[config.mk]
export PLATFORM = sky130hd
export DESIGN_NAME = fixed_slot_pool_allocator
export DESIGN_NICKNAME = d
export VERILOG_FILES = /design/src/hdl/fspa_pkg.sv /design/src/hdl/fixed_slot_pool_allocator.sv /design/src/hdl/fspa_geom.sv /design/src/hdl/fspa_div.sv /design/src/hdl/fspa_link_store.sv
export VERILOG_INCLUDE_DIRS = /design/src /design/src/hdl
export SDC_FILE = /design/constraint.sdc
export NUM_CORES = 2
export LEC_CHECK = 0
export BUFFER_PORTS_ARGS = -buffer_cell sky130_fd_sc_hd__clkbuf_2
export CAP_MARGIN = 30
export CORE_MARGIN = 2
export CORE_UTILIZATION = 25
export DETAILED_ROUTE_END_ITERATION = 7
export PLACE_DENSITY_LB_ADDON = 0.05
export SLEW_MARGIN = 40
export SYNTH_ARGS = -nofsm -noshare
export SYNTH_HDL_FRONTEND = slang
export SYNTH_SLANG_ARGS = --single-unit
export TNS_END_PERCENT = 30
[constraint.sdc]
create_clock -name clk -period 14.8 [get_ports clk]
set_input_delay 2.22 -clock clk [delete_from_list [all_inputs] [get_ports clk]]
set_output_delay 2.22 -clock clk [all_outputs]
set_load 0.05 [all_outputs]
[src/hdl/fixed_slot_pool_allocator_defines.svh]
// ----------------------------------------------------------------------------
// fixed_slot_pool_allocator_defines.svh
// Assertion macros for the slot pool allocator. Empty under synthesis.
// ----------------------------------------------------------------------------
`ifndef FIXED_SLOT_POOL_ALLOCATOR_DEFINES_SVH
`define FIXED_SLOT_POOL_ALLOCATOR_DEFINES_SVH

`ifndef SYNTHESIS
// checked outside reset
`define FSPA_ASSERT(lbl, clk, rstn, prop) \
  lbl: assert property (@(posedge clk) disable iff (!rstn) prop) \
    else $error("fspa: assertion failed");
// checked at every edge, reset included
`define FSPA_ASSERT_ALWAYS(lbl, clk, prop) \
  lbl: assert property (@(posedge clk) prop) \
    else $error("fspa: assertion failed");
`else
`define FSPA_ASSERT(lbl, clk, rstn, prop)
`define FSPA_ASSERT_ALWAYS(lbl, clk, prop)
`endif

`endif

[src/hdl/fspa_pkg.sv]
// ----------------------------------------------------------------------------
// fspa_pkg
// Shared widths, codes and types of the slot pool allocator.
// ----------------------------------------------------------------------------
package fspa_pkg;

  localparam int ADDR_W     = 32;
  localparam int SIZE_W     = 16;
  localparam int ALIGN_W    = 13;
  localparam int COUNT_W    = 9;
  localparam int INDEX_W    = 8;
  localparam int STRIDE_W   = 17;
  localparam int SPAN_W     = 34;
  localparam int CFG_IDX_W  = 2;
  localparam int OUT_DATA_W = 72;
  localparam int DIV_STEPS  = 32;
  localparam int DIV_CNT_W  = 5;

  localparam logic [CFG_IDX_W-1:0] REG_BASE  = 2'd0;
  localparam logic [CFG_IDX_W-1:0] REG_SIZE  = 2'd1;
  localparam logic [CFG_IDX_W-1:0] REG_ALIGN = 2'd2;
  localparam logic [CFG_IDX_W-1:0] REG_COUNT = 2'd3;

  localparam logic OP_ALLOC = 1'b0;
  localparam logic OP_FREE  = 1'b1;

  typedef struct packed {
    logic [STRIDE_W-1:0] stride;
    logic [SPAN_W-1:0]   span;
  } geom_t;

endpackage

[src/hdl/fixed_slot_pool_allocator.sv]
// ----------------------------------------------------------------------------
// fixed_slot_pool_allocator
// Pool of equal slots handed out and taken back through a LIFO free list.
// ----------------------------------------------------------------------------
// Requests are handled one at a time. An allocate pops the free-list head
// from the link memory in ST_MUL, then ST_FIN registers its result (an
// allocate on an empty list goes straight to ST_FIN); a free inside the
// pool first waits in ST_DIV while the 32-step restoring divider maps the
// address offset to a slot, then does the link write and, in ST_MUL, the
// slot-address multiply; a free outside the pool goes straight to ST_FIN.
// ST_FIN waits for a free output register. The next request is taken in
// the cycle after a result is registered, even while that result still
// waits on out_tready. After reset and after every configuration write the
// link memory is rebuilt by a sweep during which no request is accepted.
// Frees of an already free slot are not detected.
// ----------------------------------------------------------------------------
`include "fixed_slot_pool_allocator_defines.svh"

module fixed_slot_pool_allocator
  import fspa_pkg::*;
#(
  parameter int SLOTS        = 256,
  parameter int ADDRESS_BITS = 32
) (
  input  logic                  clk,
  input  logic                  rst_n,
  input  logic                  cfg_wr_en,
  input  logic [CFG_IDX_W-1:0]  cfg_index,
  input  logic [ADDR_W-1:0]     cfg_wdata,
  input  logic                  in_tvalid,
  output logic                  in_tready,
  input  logic [ADDR_W-1:0]     in_tdata,   // [31:0] free_address
  input  logic                  in_tuser,   // [0] op
  output logic                  out_tvalid,
  input  logic                  out_tready,
  // [7:0] slot_index, [39:8] slot_address, [56:40] stride_bytes,
  // [65:57] live_count, [66] pool_empty, [71:67] zero
  output logic [OUT_DATA_W-1:0] out_tdata,
  output logic                  out_tuser   // [0] ok
);

  localparam int NW = $clog2(SLOTS + 1);
  localparam int IW = (SLOTS > 1) ? $clog2(SLOTS) : 1;
  localparam int PW = IW + STRIDE_W;
  localparam logic [NW-1:0] NIL = NW'(SLOTS);
  localparam logic [ADDR_W-1:0] AMASK =
    (ADDRESS_BITS >= ADDR_W) ? '1 : ADDR_W'((64'(1) << ADDRESS_BITS) - 64'(1));

  typedef enum logic [3:0] {
    ST_IDLE = 4'b0001,
    ST_DIV  = 4'b0010,
    ST_MUL  = 4'b0100,
    ST_FIN  = 4'b1000
  } state_t;

  state_t              state_r, state_nxt;
  logic [ADDR_W-1:0]   base_r;
  logic [SIZE_W-1:0]   osize_r;
  logic [ALIGN_W-1:0]  oalign_r;
  logic [COUNT_W-1:0]  scount_r;
  logic [NW-1:0]       head_r, head_nxt;
  logic [NW-1:0]       count_r, count_nxt;
  logic [IW-1:0]       idx_r, idx_nxt;
  logic                ok_r, ok_nxt;
  logic                op_r;
  logic [PW-1:0]       prod_r;
  logic [PW-1:0]       prod_w;
  logic                out_valid_r;
  logic [OUT_DATA_W-1:0] out_data_r;
  logic                out_ok_r;
  logic                load_out;

  logic [NW-1:0]       n_slots;
  geom_t               geom;
  logic                clr_busy;
  logic                mem_we;
  logic [IW-1:0]       mem_waddr;
  logic [NW-1:0]       mem_rdata;
  logic                div_start;
  logic                div_busy;
  logic                div_done;
  logic [ADDR_W-1:0]   div_quot;
  logic [ADDR_W:0]     off_w;
  logic                in_range;
  logic                head_ok;
  logic                accept;
  logic [ADDR_W-1:0]   slot_addr_w;

  // configuration registers
  always_ff @(posedge clk) begin
    if (!rst_n) begin
      base_r   <= '0;
      osize_r  <= SIZE_W'(4);
      oalign_r <= ALIGN_W'(4);
      scount_r <= COUNT_W'(256);
    end else if (cfg_wr_en) begin
      unique case (cfg_index)
        REG_BASE:  base_r   <= cfg_wdata;
        REG_SIZE:  osize_r  <= cfg_wdata[SIZE_W-1:0];
        REG_ALIGN: oalign_r <= cfg_wdata[ALIGN_W-1:0];
        REG_COUNT: scount_r <= cfg_wdata[COUNT_W-1:0];
      endcase
    end
  end

  assign n_slots = (32'(scount_r) > 32'(SLOTS)) ? NIL : NW'(scount_r);

  fspa_geom #(.SLOTS(SLOTS)) u_geom (
    .clk       (clk),
    .obj_size  (osize_r),
    .obj_align (oalign_r),
    .n_slots   (n_slots),
    .geom      (geom)
  );

  fspa_link_store #(.SLOTS(SLOTS)) u_links (
    .clk     (clk),
    .rst_n   (rst_n),
    .restart (cfg_wr_en),
    .n_slots (n_slots),
    .busy    (clr_busy),
    .we      (mem_we),
    .waddr   (mem_waddr),
    .wdata   (head_r),
    .raddr   (head_r[IW-1:0]),
    .rdata   (mem_rdata)
  );

  fspa_div u_div (
    .clk      (clk),
    .rst_n    (rst_n),
    .start    (div_start),
    .dividend (off_w[ADDR_W-1:0]),
    .divisor  (geom.stride),
    .busy     (div_busy),
    .done     (div_done),
    .quotient (div_quot)
  );

  assign off_w    = {1'b0, in_tdata} - {1'b0, base_r};
  assign in_range = !off_w[ADDR_W] && ({2'b00, off_w[ADDR_W-1:0]} < geom.span);
  assign head_ok  = head_r < NIL;
  assign accept   = in_tvalid && in_tready;
  assign prod_w   = PW'(idx_r) * PW'(geom.stride);
  assign mem_waddr = div_quot[IW-1:0];

  always_comb begin
    state_nxt = state_r;
    head_nxt  = head_r;
    count_nxt = count_r;
    idx_nxt   = idx_r;
    ok_nxt    = ok_r;
    mem_we    = 1'b0;
    div_start = 1'b0;
    load_out  = 1'b0;
    unique case (state_r)
      ST_IDLE: begin
        if (accept) begin
          if (in_tuser == OP_ALLOC) begin
            ok_nxt    = head_ok;
            idx_nxt   = head_ok ? head_r[IW-1:0] : '0;
            state_nxt = head_ok ? ST_MUL : ST_FIN;
          end else begin
            ok_nxt    = 1'b0;
            idx_nxt   = '0;
            div_start = in_range;
            state_nxt = in_range ? ST_DIV : ST_FIN;
          end
        end
      end
      ST_DIV: begin
        if (div_done) begin
          ok_nxt    = 1'b1;
          idx_nxt   = div_quot[IW-1:0];
          mem_we    = 1'b1;
          head_nxt  = NW'(div_quot[IW-1:0]);
          if (count_r != '0) begin
            count_nxt = count_r - NW'(1);
          end
          state_nxt = ST_MUL;
        end
      end
      ST_MUL: begin
        if (op_r == OP_ALLOC) begin
          head_nxt = mem_rdata;
          if (count_r < NIL) begin
            count_nxt = count_r + NW'(1);
          end
        end
        state_nxt = ST_FIN;
      end
      ST_FIN: begin
        if (!out_valid_r || out_tready) begin
          load_out  = 1'b1;
          state_nxt = ST_IDLE;
        end
      end
      default: state_nxt = ST_IDLE;
    endcase
    if (clr_busy) begin
      head_nxt  = (n_slots == '0) ? NIL : '0;
      count_nxt = '0;
    end
  end

  always_ff @(posedge clk) begin
    if (!rst_n) begin
      state_r     <= ST_IDLE;
      head_r      <= '0;
      count_r     <= '0;
      out_valid_r <= 1'b0;
    end else begin
      state_r <= state_nxt;
      head_r  <= head_nxt;
      count_r <= count_nxt;
      if (load_out) begin
        out_valid_r <= 1'b1;
      end else if (out_tready) begin
        out_valid_r <= 1'b0;
      end
    end
  end

  assign slot_addr_w = ok_r ? ((base_r + ADDR_W'(prod_r)) & AMASK) : '0;

  always_ff @(posedge clk) begin
    idx_r <= idx_nxt;
    ok_r  <= ok_nxt;
    if (accept) begin
      op_r <= in_tuser;
    end
    if (state_r == ST_MUL) begin
      prod_r <= prod_w;
    end
    if (load_out) begin
      out_ok_r   <= ok_r;
      out_data_r <= {5'b0, !head_ok, COUNT_W'(count_r), geom.stride,
                     slot_addr_w, INDEX_W'(idx_r)};
    end
  end

  assign in_tready  = (state_r == ST_IDLE) && !clr_busy;
  assign out_tvalid = out_valid_r;
  assign out_tdata  = out_data_r;
  assign out_tuser  = out_ok_r;

  `FSPA_ASSERT(a_head_range, clk, rst_n, head_r <= NIL)
  `FSPA_ASSERT(a_count_range, clk, rst_n, count_r <= NIL)
  `FSPA_ASSERT(a_div_alive, clk, rst_n, (state_r == ST_DIV) |-> (div_busy || div_done))
  `FSPA_ASSERT(a_out_no_overwrite, clk, rst_n, load_out |-> (!out_valid_r || out_tready))
  `FSPA_ASSERT_ALWAYS(a_rst_rebuild, clk, !rst_n |=> (!out_tvalid && clr_busy))

endmodule

[src/hdl/fspa_geom.sv]
// ----------------------------------------------------------------------------
// fspa_geom
// Slot stride from object size and alignment, and pool span in bytes.
// ----------------------------------------------------------------------------
module fspa_geom
  import fspa_pkg::*;
#(
  parameter int SLOTS = 256
) (
  input  logic                         clk,
  input  logic [SIZE_W-1:0]            obj_size,
  input  logic [ALIGN_W-1:0]           obj_align,
  input  logic [$clog2(SLOTS+1)-1:0]   n_slots,
  output geom_t                        geom
);

  localparam int NW = $clog2(SLOTS + 1);

  logic [ALIGN_W:0]       align_w;
  logic [STRIDE_W-1:0]    size_w;
  logic [STRIDE_W-1:0]    amask_w;
  logic [STRIDE_W-1:0]    stride_w;
  logic [NW+STRIDE_W-1:0] span_w;
  logic [STRIDE_W-1:0]    stride_r;
  logic [SPAN_W-1:0]      span_r;

  always_comb begin
    align_w = (ALIGN_W+1)'(4);
    for (int k = 2; k < ALIGN_W; k++) begin
      if (obj_align > ALIGN_W'(1 << k)) begin
        align_w = (ALIGN_W+1)'(1) << (k + 1);
      end
    end
  end

  assign size_w   = (obj_size == '0) ? STRIDE_W'(1) : STRIDE_W'(obj_size);
  assign amask_w  = STRIDE_W'(align_w) - STRIDE_W'(1);
  assign stride_w = (size_w + amask_w) & ~amask_w;
  assign span_w   = (NW+STRIDE_W)'(n_slots) * (NW+STRIDE_W)'(stride_r);

  always_ff @(posedge clk) begin
    stride_r <= stride_w;
    span_r   <= SPAN_W'(span_w);
  end

  assign geom.stride = stride_r;
  assign geom.span   = span_r;

endmodule

[src/hdl/fspa_div.sv]
// ----------------------------------------------------------------------------
// fspa_div
// Restoring divider, one quotient bit per cycle: offset / stride.
// ----------------------------------------------------------------------------
module fspa_div
  import fspa_pkg::*;
(
  input  logic                clk,
  input  logic                rst_n,
  input  logic                start,
  input  logic [ADDR_W-1:0]   dividend,
  input  logic [STRIDE_W-1:0] divisor,
  output logic                busy,
  output logic                done,
  output logic [ADDR_W-1:0]   quotient
);

  logic                 busy_r;
  logic                 done_r;
  logic [DIV_CNT_W-1:0] cnt_r;
  logic [STRIDE_W-1:0]  rem_r;
  logic [ADDR_W-1:0]    dq_r;
  logic [STRIDE_W-1:0]  dvs_r;
  logic [STRIDE_W:0]    rem_sh;
  logic [STRIDE_W:0]    rem_dif;
  logic                 q_bit;

  assign rem_sh  = {rem_r, dq_r[ADDR_W-1]};
  assign q_bit   = rem_sh >= {1'b0, dvs_r};
  assign rem_dif = rem_sh - {1'b0, dvs_r};

  always_ff @(posedge clk) begin
    if (!rst_n) begin
      busy_r <= 1'b0;
      done_r <= 1'b0;
      cnt_r  <= '0;
    end else begin
      done_r <= 1'b0;
      if (start) begin
        busy_r <= 1'b1;
        cnt_r  <= '0;
      end else if (busy_r) begin
        cnt_r <= cnt_r + DIV_CNT_W'(1);
        if (cnt_r == DIV_CNT_W'(DIV_STEPS - 1)) begin
          busy_r <= 1'b0;
          done_r <= 1'b1;
        end
      end
    end
  end

  always_ff @(posedge clk) begin
    if (start) begin
      rem_r <= '0;
      dq_r  <= dividend;
      dvs_r <= divisor;
    end else if (busy_r) begin
      rem_r <= q_bit ? rem_dif[STRIDE_W-1:0] : rem_sh[STRIDE_W-1:0];
      dq_r  <= {dq_r[ADDR_W-2:0], q_bit};
    end
  end

  assign busy     = busy_r;
  assign done     = done_r;
  assign quotient = dq_r;

endmodule

[src/hdl/fspa_link_store.sv]
// ----------------------------------------------------------------------------
// fspa_link_store
// Free-list link memory with its rebuild sweep (i links to i+1, last to NIL).
// ----------------------------------------------------------------------------
module fspa_link_store
  import fspa_pkg::*;
#(
  parameter int SLOTS = 256
) (
  input  logic                                   clk,
  input  logic                                   rst_n,
  input  logic                                   restart,
  input  logic [$clog2(SLOTS+1)-1:0]             n_slots,
  output logic                                   busy,
  input  logic                                   we,
  input  logic [((SLOTS>1)?$clog2(SLOTS):1)-1:0] waddr,
  input  logic [$clog2(SLOTS+1)-1:0]             wdata,
  input  logic [((SLOTS>1)?$clog2(SLOTS):1)-1:0] raddr,
  output logic [$clog2(SLOTS+1)-1:0]             rdata
);

  localparam int NW  = $clog2(SLOTS + 1);
  localparam int IW  = (SLOTS > 1) ? $clog2(SLOTS) : 1;
  localparam int CW  = $clog2(SLOTS + 2);
  localparam int CW1 = CW + 1;
  localparam logic [NW-1:0] NIL = NW'(SLOTS);

  logic [NW-1:0]  mem [SLOTS];
  logic [NW-1:0]  rdata_r;
  logic           busy_r;
  logic [CW-1:0]  cnt_r;
  logic [CW1-1:0] succ_w;
  logic [NW-1:0]  clr_val;
  logic           clr_wr;

  assign succ_w  = CW1'(cnt_r) + CW1'(1);
  assign clr_val = (succ_w < CW1'(n_slots)) ? NW'(succ_w) : NIL;
  assign clr_wr  = busy_r && (cnt_r < CW'(SLOTS));

  always_ff @(posedge clk) begin
    if (!rst_n) begin
      busy_r <= 1'b1;
      cnt_r  <= '0;
    end else if (restart) begin
      busy_r <= 1'b1;
      cnt_r  <= '0;
    end else if (busy_r) begin
      cnt_r <= cnt_r + CW'(1);
      if (cnt_r == CW'(SLOTS + 1)) begin
        busy_r <= 1'b0;
      end
    end
  end

  always_ff @(posedge clk) begin
    if (clr_wr) begin
      mem[cnt_r[IW-1:0]] <= clr_val;
    end else if (we) begin
      mem[waddr] <= wdata;
    end
    rdata_r <= mem[raddr];
  end

  assign busy  = busy_r;
  assign rdata = rdata_r;

endmodule

## Word level (Yosys, flattened, before mapping)

Memory sizes are Yosys's and may differ from the RTL's. A register that Yosys moved wholly into a read port is not among the register bits.
Cells that the tools add are included.
Widths: inputs -> output; s select.

- Bits in registers: 322
- Memory bits (writable): 2304
- Input port bits: 72
- Logic and storage cells: 174
- Memories kept: 1

Memories:

| name | depth | bits a word | read ports | clocked after Yosys merged registers in | wr ports | RTL line | text |
|---|---|---|---|---|---|---|---|
| u_links.mem | 256 | 9 | 1 | 1 | 1 | fspa_link_store.sv:28 | `logic [NW-1:0] mem [SLOTS];` |

- $add $sub $neg: 10
- Multiply operators: 2
- Magnitude comparators: 18
- Equal/unequal tests: 17
- Mux-type cells: 66
- Bitwise logic cells: 4
- Reduce and logical (&&, ||, !) cells: 31

Operators by type and width:

| kind | count |
|---|---|
| $mux 9 | 12 |
| $mux 32 | 2 |
| $mux 8 | 6 |
| $pmux 9 s2 | 2 |
| $sub 32x32->33 | 1 |
| $add 32x25->32 | 1 |
| $lt 32x26->1 | 1 |
| $mux 4 | 7 |
| $lt 9x9->1 const B | 3 |
| $mul 9x17->26 | 1 |
| $mul 8x17->25 | 1 |
| $mux 1 | 24 |
| $add 9x1->9 const B | 2 |
| $ge 18x17->1 | 1 |
| $add 17x17->17 | 1 |
| $and 17x17->17 | 1 |
| $mux 17 | 1 |
| $not 17->17 | 1 |
| $sub 17x17->17 | 1 |
| $logic_not 16->1 | 1 |
| $mux 16 | 1 |
| $pmux 4 s4 | 1 |
| $pmux 8 s2 | 1 |
| $sub 14x1->15 const B | 1 |
| 52 further kinds | 74 |

## Logic depth before layout (Yosys ltp)

- Word-level depth: 15
- Mapped depth: 25
- Mapped depth without buffers: 23

## Modules after synthesis

Synthesis repeated with hierarchy kept, for this count alone.

- Cells, all modules: 6913
- Area, all modules: 115418.2 um^2

By module, submodules not included:

| module | instances | cells each | area each (um^2) | sequential area each (um^2) |
|---|---|---|---|---|
| fspa_link_store | 1 | 4167 | 89829.9 | 69566.7 |
| fixed_slot_pool_allocator | 1 | 1685 | 15419.8 | 4954.8 |
| fspa_geom | 1 | 715 | 6259.8 | 780.7 |
| fspa_div | 1 | 346 | 3908.7 | 1951.9 |

## Worst setup path after synthesis

OpenSTA, ideal clock, no wires.

- Path kind: reg2reg
- Start: reg scount_r[8]
- End: mem u_links.mem[0][0] (netlist bit) (data pin)
- Setup time: 2192 ps
- Arrival: 12860 ps
- Setup slack: -252 ps
- Stages on the path, launching flop included: 16
- Path buffers: 2
- Clock period less this slack: 15052 ps
- Cell sequence: dfxtp_1 > clkbuf_1 > nor2b_1 > clkbuf_1 > inv_1 > ha_1 > a21boi_0 > o21a_1 > o21a_1 > o21a_1 > o21a_1 > o21ai_0 > nand2b_1 > a21oi_1 > o21ai_0 > o21ai_0

- Longest elaborated chain between the ends: 5

Ends and longest elaborated chain:

| what | RTL line | text |
|---|---|---|
| start: declaration | fixed_slot_pool_allocator.sv:60 | `logic [COUNT_W-1:0] scount_r;` |
| start signal: assignment | fixed_slot_pool_allocator.sv:101 | `REG_COUNT: scount_r <= cfg_wdata[COUNT_W-1:0];` |
| $gt 9x9->1 | fixed_slot_pool_allocator.sv:106 | `assign n_slots = (32'(scount_r) > 32'(SLOTS)) ? NIL : NW'(scount_r);` |
| $mux 9 * | fixed_slot_pool_allocator.sv:106 |  |
| $lt 10x9->1 * | fspa_link_store.sv:37 | `assign clr_val = (succ_w < CW1'(n_slots)) ? NW'(succ_w) : NIL;` |
| $mux 9 * | fspa_link_store.sv:37 |  |
| $mux 9 (no line) * | - |  |
| end: declaration | fspa_link_store.sv:28 |  |

Every way passes the cells marked *; elsewhere a longest branch is shown, timed or not.

## Worst setup path in the final report

- Start: in in_tdata[0]
- End: reg u_div.dq_r[21] (netlist: u_div.quotient[21]), enable pin

- Longest elaborated chain between the ends: 7
- Elaborated cells on any way between the ends: 8

Ends and longest elaborated chain:

| what | RTL line | text |
|---|---|---|
| start: declaration | fixed_slot_pool_allocator.sv:32 | `input logic [ADDR_W-1:0] in_tdata,` |
| $sub 32x32->33 * | fixed_slot_pool_allocator.sv:140 | `assign off_w = {1'b0, in_tdata} - {1'b0, base_r};` |
| $lt 32x26->1 or $logic_not 1->1 (tied branches) | fixed_slot_pool_allocator.sv:141 | `assign in_range = !off_w[ADDR_W] && ({2'b00, off_w[ADDR_W-1:0]} < geom.span);` |
| $logic_and 1x1->1 * | fixed_slot_pool_allocator.sv:141 |  |
| $mux 1 * | fixed_slot_pool_allocator.sv:159 | `if (in_tuser == OP_ALLOC) begin` |
| $mux 1 * | fixed_slot_pool_allocator.sv:158 | `if (accept) begin` |
| $mux 1 * | fixed_slot_pool_allocator.sv:156 | `unique case (state_r)` |
| $reduce_bool 2->1 (no line) * | - |  |
| end signal: assignment | fspa_div.sv:55 | `dq_r <= dividend;` |
| end signal: assignment | fspa_div.sv:59 | `dq_r <= {dq_r[ADDR_W-2:0], q_bit};` |
| end: declaration | fspa_div.sv:22 | `logic [ADDR_W-1:0] dq_r;` |

Marked as above.
A chain may end at the register's enable or synchronous reset.

==> metrics.csv <==
stage,metric,value,unit
floorplanning,die-area,457000,µm²
global_routing,grt_pass1_vias,60300,
placement,dp_hpwl,225,mm
detailed_routing,wire_per_inst,28.0,µm
setup_path,cp_max_fo,35,
placement,io_buffers,139,
synth,synth_area_leader_cell,edfxtp_1,
clock_tree,clk_pin_slew,50,ps
setup_path,cp-end-kind,flop,
clock_tree,cts_buffers,327,
synth,synth-async-reset-ratio,0,%
timing,finalSetupViolations,0,
placement,finalWeightedCongestion,0.739,
detailed_routing,ant_nets,0,
synth,ys_types,78,
setup_path,crit_type,input port to flop,
min_path,min_path_type,flop to flop,
global_routing,grt_max_degree,141,
timing,finClkSkew,55.0,ps
final_layout,final_common_cell,edfxtp_1,
detailed_routing,met1_length,169,mm
floorplanning,core-area,449000,µm²
synth,synth_ff_type,edfxtp_1,
detailed_routing,drt-total-wl,359,mm
final_layout,mostFrequentLayoutCells,"2,450 x edfxtp_1, 765 x mux4_2, 406 x nand2_1, 334 x clkbuf_16, 322 x inv_1",
pwr,max-vdd-ir-drop,0.142,mV
detailed_routing,met2WireLength,170,mm
clock_tree,ctsResizeCount,0,
setup_path,cp.arrival,8190,ps
final_layout,drive_gt1_share,27.2,%
detailed_routing,vias_per_cell,4.53,
job,cap_violations,0,
clock_tree,cts_tree,built,
timing,rsz0062_at_grt,false,
clock_tree,postCtsSetupBuffers,0,
final_layout,nNetsFinal,7022,
timing,min_period,7660,ps
clock_tree,insertion_delay,950,ps
timing,worst-slew-pin-transition,892,ps
setup_path,r2r_start,base_r[2],
floorplanning,rows,246,
synth,seq_area_frac_synth,68.2,%
clock_tree,cts-root-buf,clkbuf_16,
floorplanning,die_h,676,µm
final_layout,layout-area-overhead-vs-synth,17.5,%
final_layout,design_area,133000,µm²
timing,fmax,131,MHz
global_routing,antenna_found_initial,35,
final_layout,n_fill_cell,44200,
synth,synth_edf_count,2450,
setup_path,crit_start,in_tdata[0],
clock_tree,clockBufferDepth,4,
global_routing,grt.overflow.total,0,
pwr,p_leak,41.2,nW
clock_tree,cts.sinks,2625,
setup_path,crit_path_end,u_div.quotient[21],
synth,synthTopCellsByArea,"edfxtp_1 65%, mux4_2 15%, dfxtp_1 3.1%, fa_1 3.1%, ha_1 2.4%",
synth,ys_warn_count,0,
floorplanning,die_x,676,µm
clock_tree,cts_htree_levels,5,
timing,maxSlewViolCount,0,
setup_path,r2r_cells,22,
synth,synth_top_area_share,65.1,%
global_routing,grt.total_usage,15.4,%
global_routing,grt_pass1_wl,501,mm
final_layout,stdcell_count,12800,
timing,hold-worst-slack,455,ps
placement,postPlaceCellArea,122000,µm²
placement,placed_cells,12200,
detailed_routing,highest_layer,met5,
setup_path,r2r-end,u_div.quotient[21],
detailed_routing,first_pass_iters,5,
synth,synthesis.area,113000,µm²
clock_tree,ctsHoldBuffers,0,
detailed_routing,met3_length,12.7,mm
setup_path,crit_required,15330,ps
timing,fin_crit_sh,51.7,%
synth,syn_area_per_cell,18.1,µm²
synth,ys_ff_latch,2625,
setup_path,reg2reg_slack,8130,ps
setup_path,critPathLaunchType,input port,
timing,hold_viol_final,0,
synth,synth_cells,6253,
floorplanning,ios,147,
detailed_routing,routed-via-count,57900,
status,status,"finished, final reports clean",
detailed_routing,drt-initial-drc-count,4330,
pwr,power.density,138,nW/µm²
timing,relSlewSlack,40.5,%
detailed_routing,drcViolationCount,0,
floorplanning,start_util,25.1,%
## worst max-delay path, stage by stage
cell	delay, ps
clkbuf_2	80
inv_1	50
ha_1	180
fa_1	230
nor2b_1	80
o31ai_2	260
a211oi_1	140
a2111oi_2	540
a31oi_1	300
a31oi_2	460
xnor2_1	220
ha_1	290
a21o_1	160
a21oi_1	190
a21boi_0	110
o21ai_0	180
a21oi_1	60
nor3b_1	300
o2111ai_1	200
or4_4	580
nor4_4	140
buf_4	380
buf_12	280
or2_4	490
## kinds of logic (layout without fill, tap and decap cells)
group | count (synthesis) | in the layout | synth area share (%)
other cells | 1 | 13 | 0.00332
mux | 803 | 803 | 15.6
simple gates | 1216 | 1216 | 4.86
fa+ha+maj | 389 | 389 | 5.46
flops | 2625 | 2625 | 68.2
xor+xnor | 127 | 127 | 0.984
buf+inv | 647 | 1217 | 2.19
compound gates | 445 | 445 | 2.69
## metal layers
metal  vias up  global-route usage, %
met1     31300                   22.0
met4         4                   3.15
met2      1095                   25.1
met5         -                      0
met3       402                   2.00
li1      25100                      -
## Yosys cell counts (all sizes together), types with 11 or more instances
cell	count
nor3b	14
mux4	765
o21ai	67
o21bai	12
ha	216
and2	102
mux2i	14
nor3	43
mux2	24
xor2	52
nand3	30
o211ai	12
fa	173
a21o	38
dfxtp	175
a21oi	106
and3	15
nand2b	25
xnor2	75
nand4	16
or3	20
clkbuf	251
edfxtp	2450
nor2	412
a211oi	28
o21a	22
nand2	444
inv	323
nand3b	13
a31oi	13
nor2b	39
o31ai	11
a21boi	77
buf	73
## flip-flops by register name, indices dropped and copies added, names as in the netlist, 4 cells and up
signal / cells
base_r: 32
head_r: 9
u_div.quotient: 32
count_r: 9
u_geom.span_r: 24
prod_r: 23
u_geom.stride_r: 15
state_r: 4
u_links.rdata: 9
osize_r: 16
u_links.cnt_r: 9
idx_r: 8
u_links.mem: 2304
oalign_r: 13
u_div.dvs_r: 15
scount_r: 9
u_div.cnt_r: 5
u_div.rem_r: 17
out_tdata: 65
## power breakdown
part	leakage, nW	switching, W	internal, W
registers	23.1	0.0000180	0.00817
clock network	5.11	0.00327	0.00463
logic	13.1	0.00141	0.000770
## metrics by stage
step	total power [W]	setup TNS (ps)	worst slack (ps)	util (%)
finish	0.0183	0	7140	29.6
detailed placement	0.0106	0	5920	27.2
CTS	0.0187	0	6900	29.5
floorplan	0.00972	-129050	-252	-
global placement	0.0106	0	5780	27.0
global route	0.0191	0	6740	29.6
## area by class of cell
cell class	instances	area (µm²)	area share, %
inverters	323	1210	0.913
clock inverters	189	1740	1.31
repair buffers	296	2210	1.67
well taps	5952	7450	5.61
clock buffers	409	8720	6.57
flip-flops and latches	2625	77100	58.0
diodes	5	12.5	0.00942
multi-input cells	2988	34400	25.9
## worst min-delay path by stage
| stage | startpoint | to | slack, ps | cells past startpoint |
|---|---|---|---|---|
| finish | u_links.rdata[2] | head_r[2] | 460 | 2 |
| global route | u_geom.stride_r[4] | out_tdata[44] | 480 | 0 |
| CTS | u_links.rdata[2] | head_r[2] | 460 | 2 |
| detailed placement | u_links.rdata[2] | head_r[2] | 450 | 2 |
| global placement | u_geom.stride_r[4] | out_tdata[44] | 450 | 0 |
| floorplan | u_geom.stride_r[10] | out_tdata[50] | 420 | 0 |
Power figures use the tool's default switching activity.
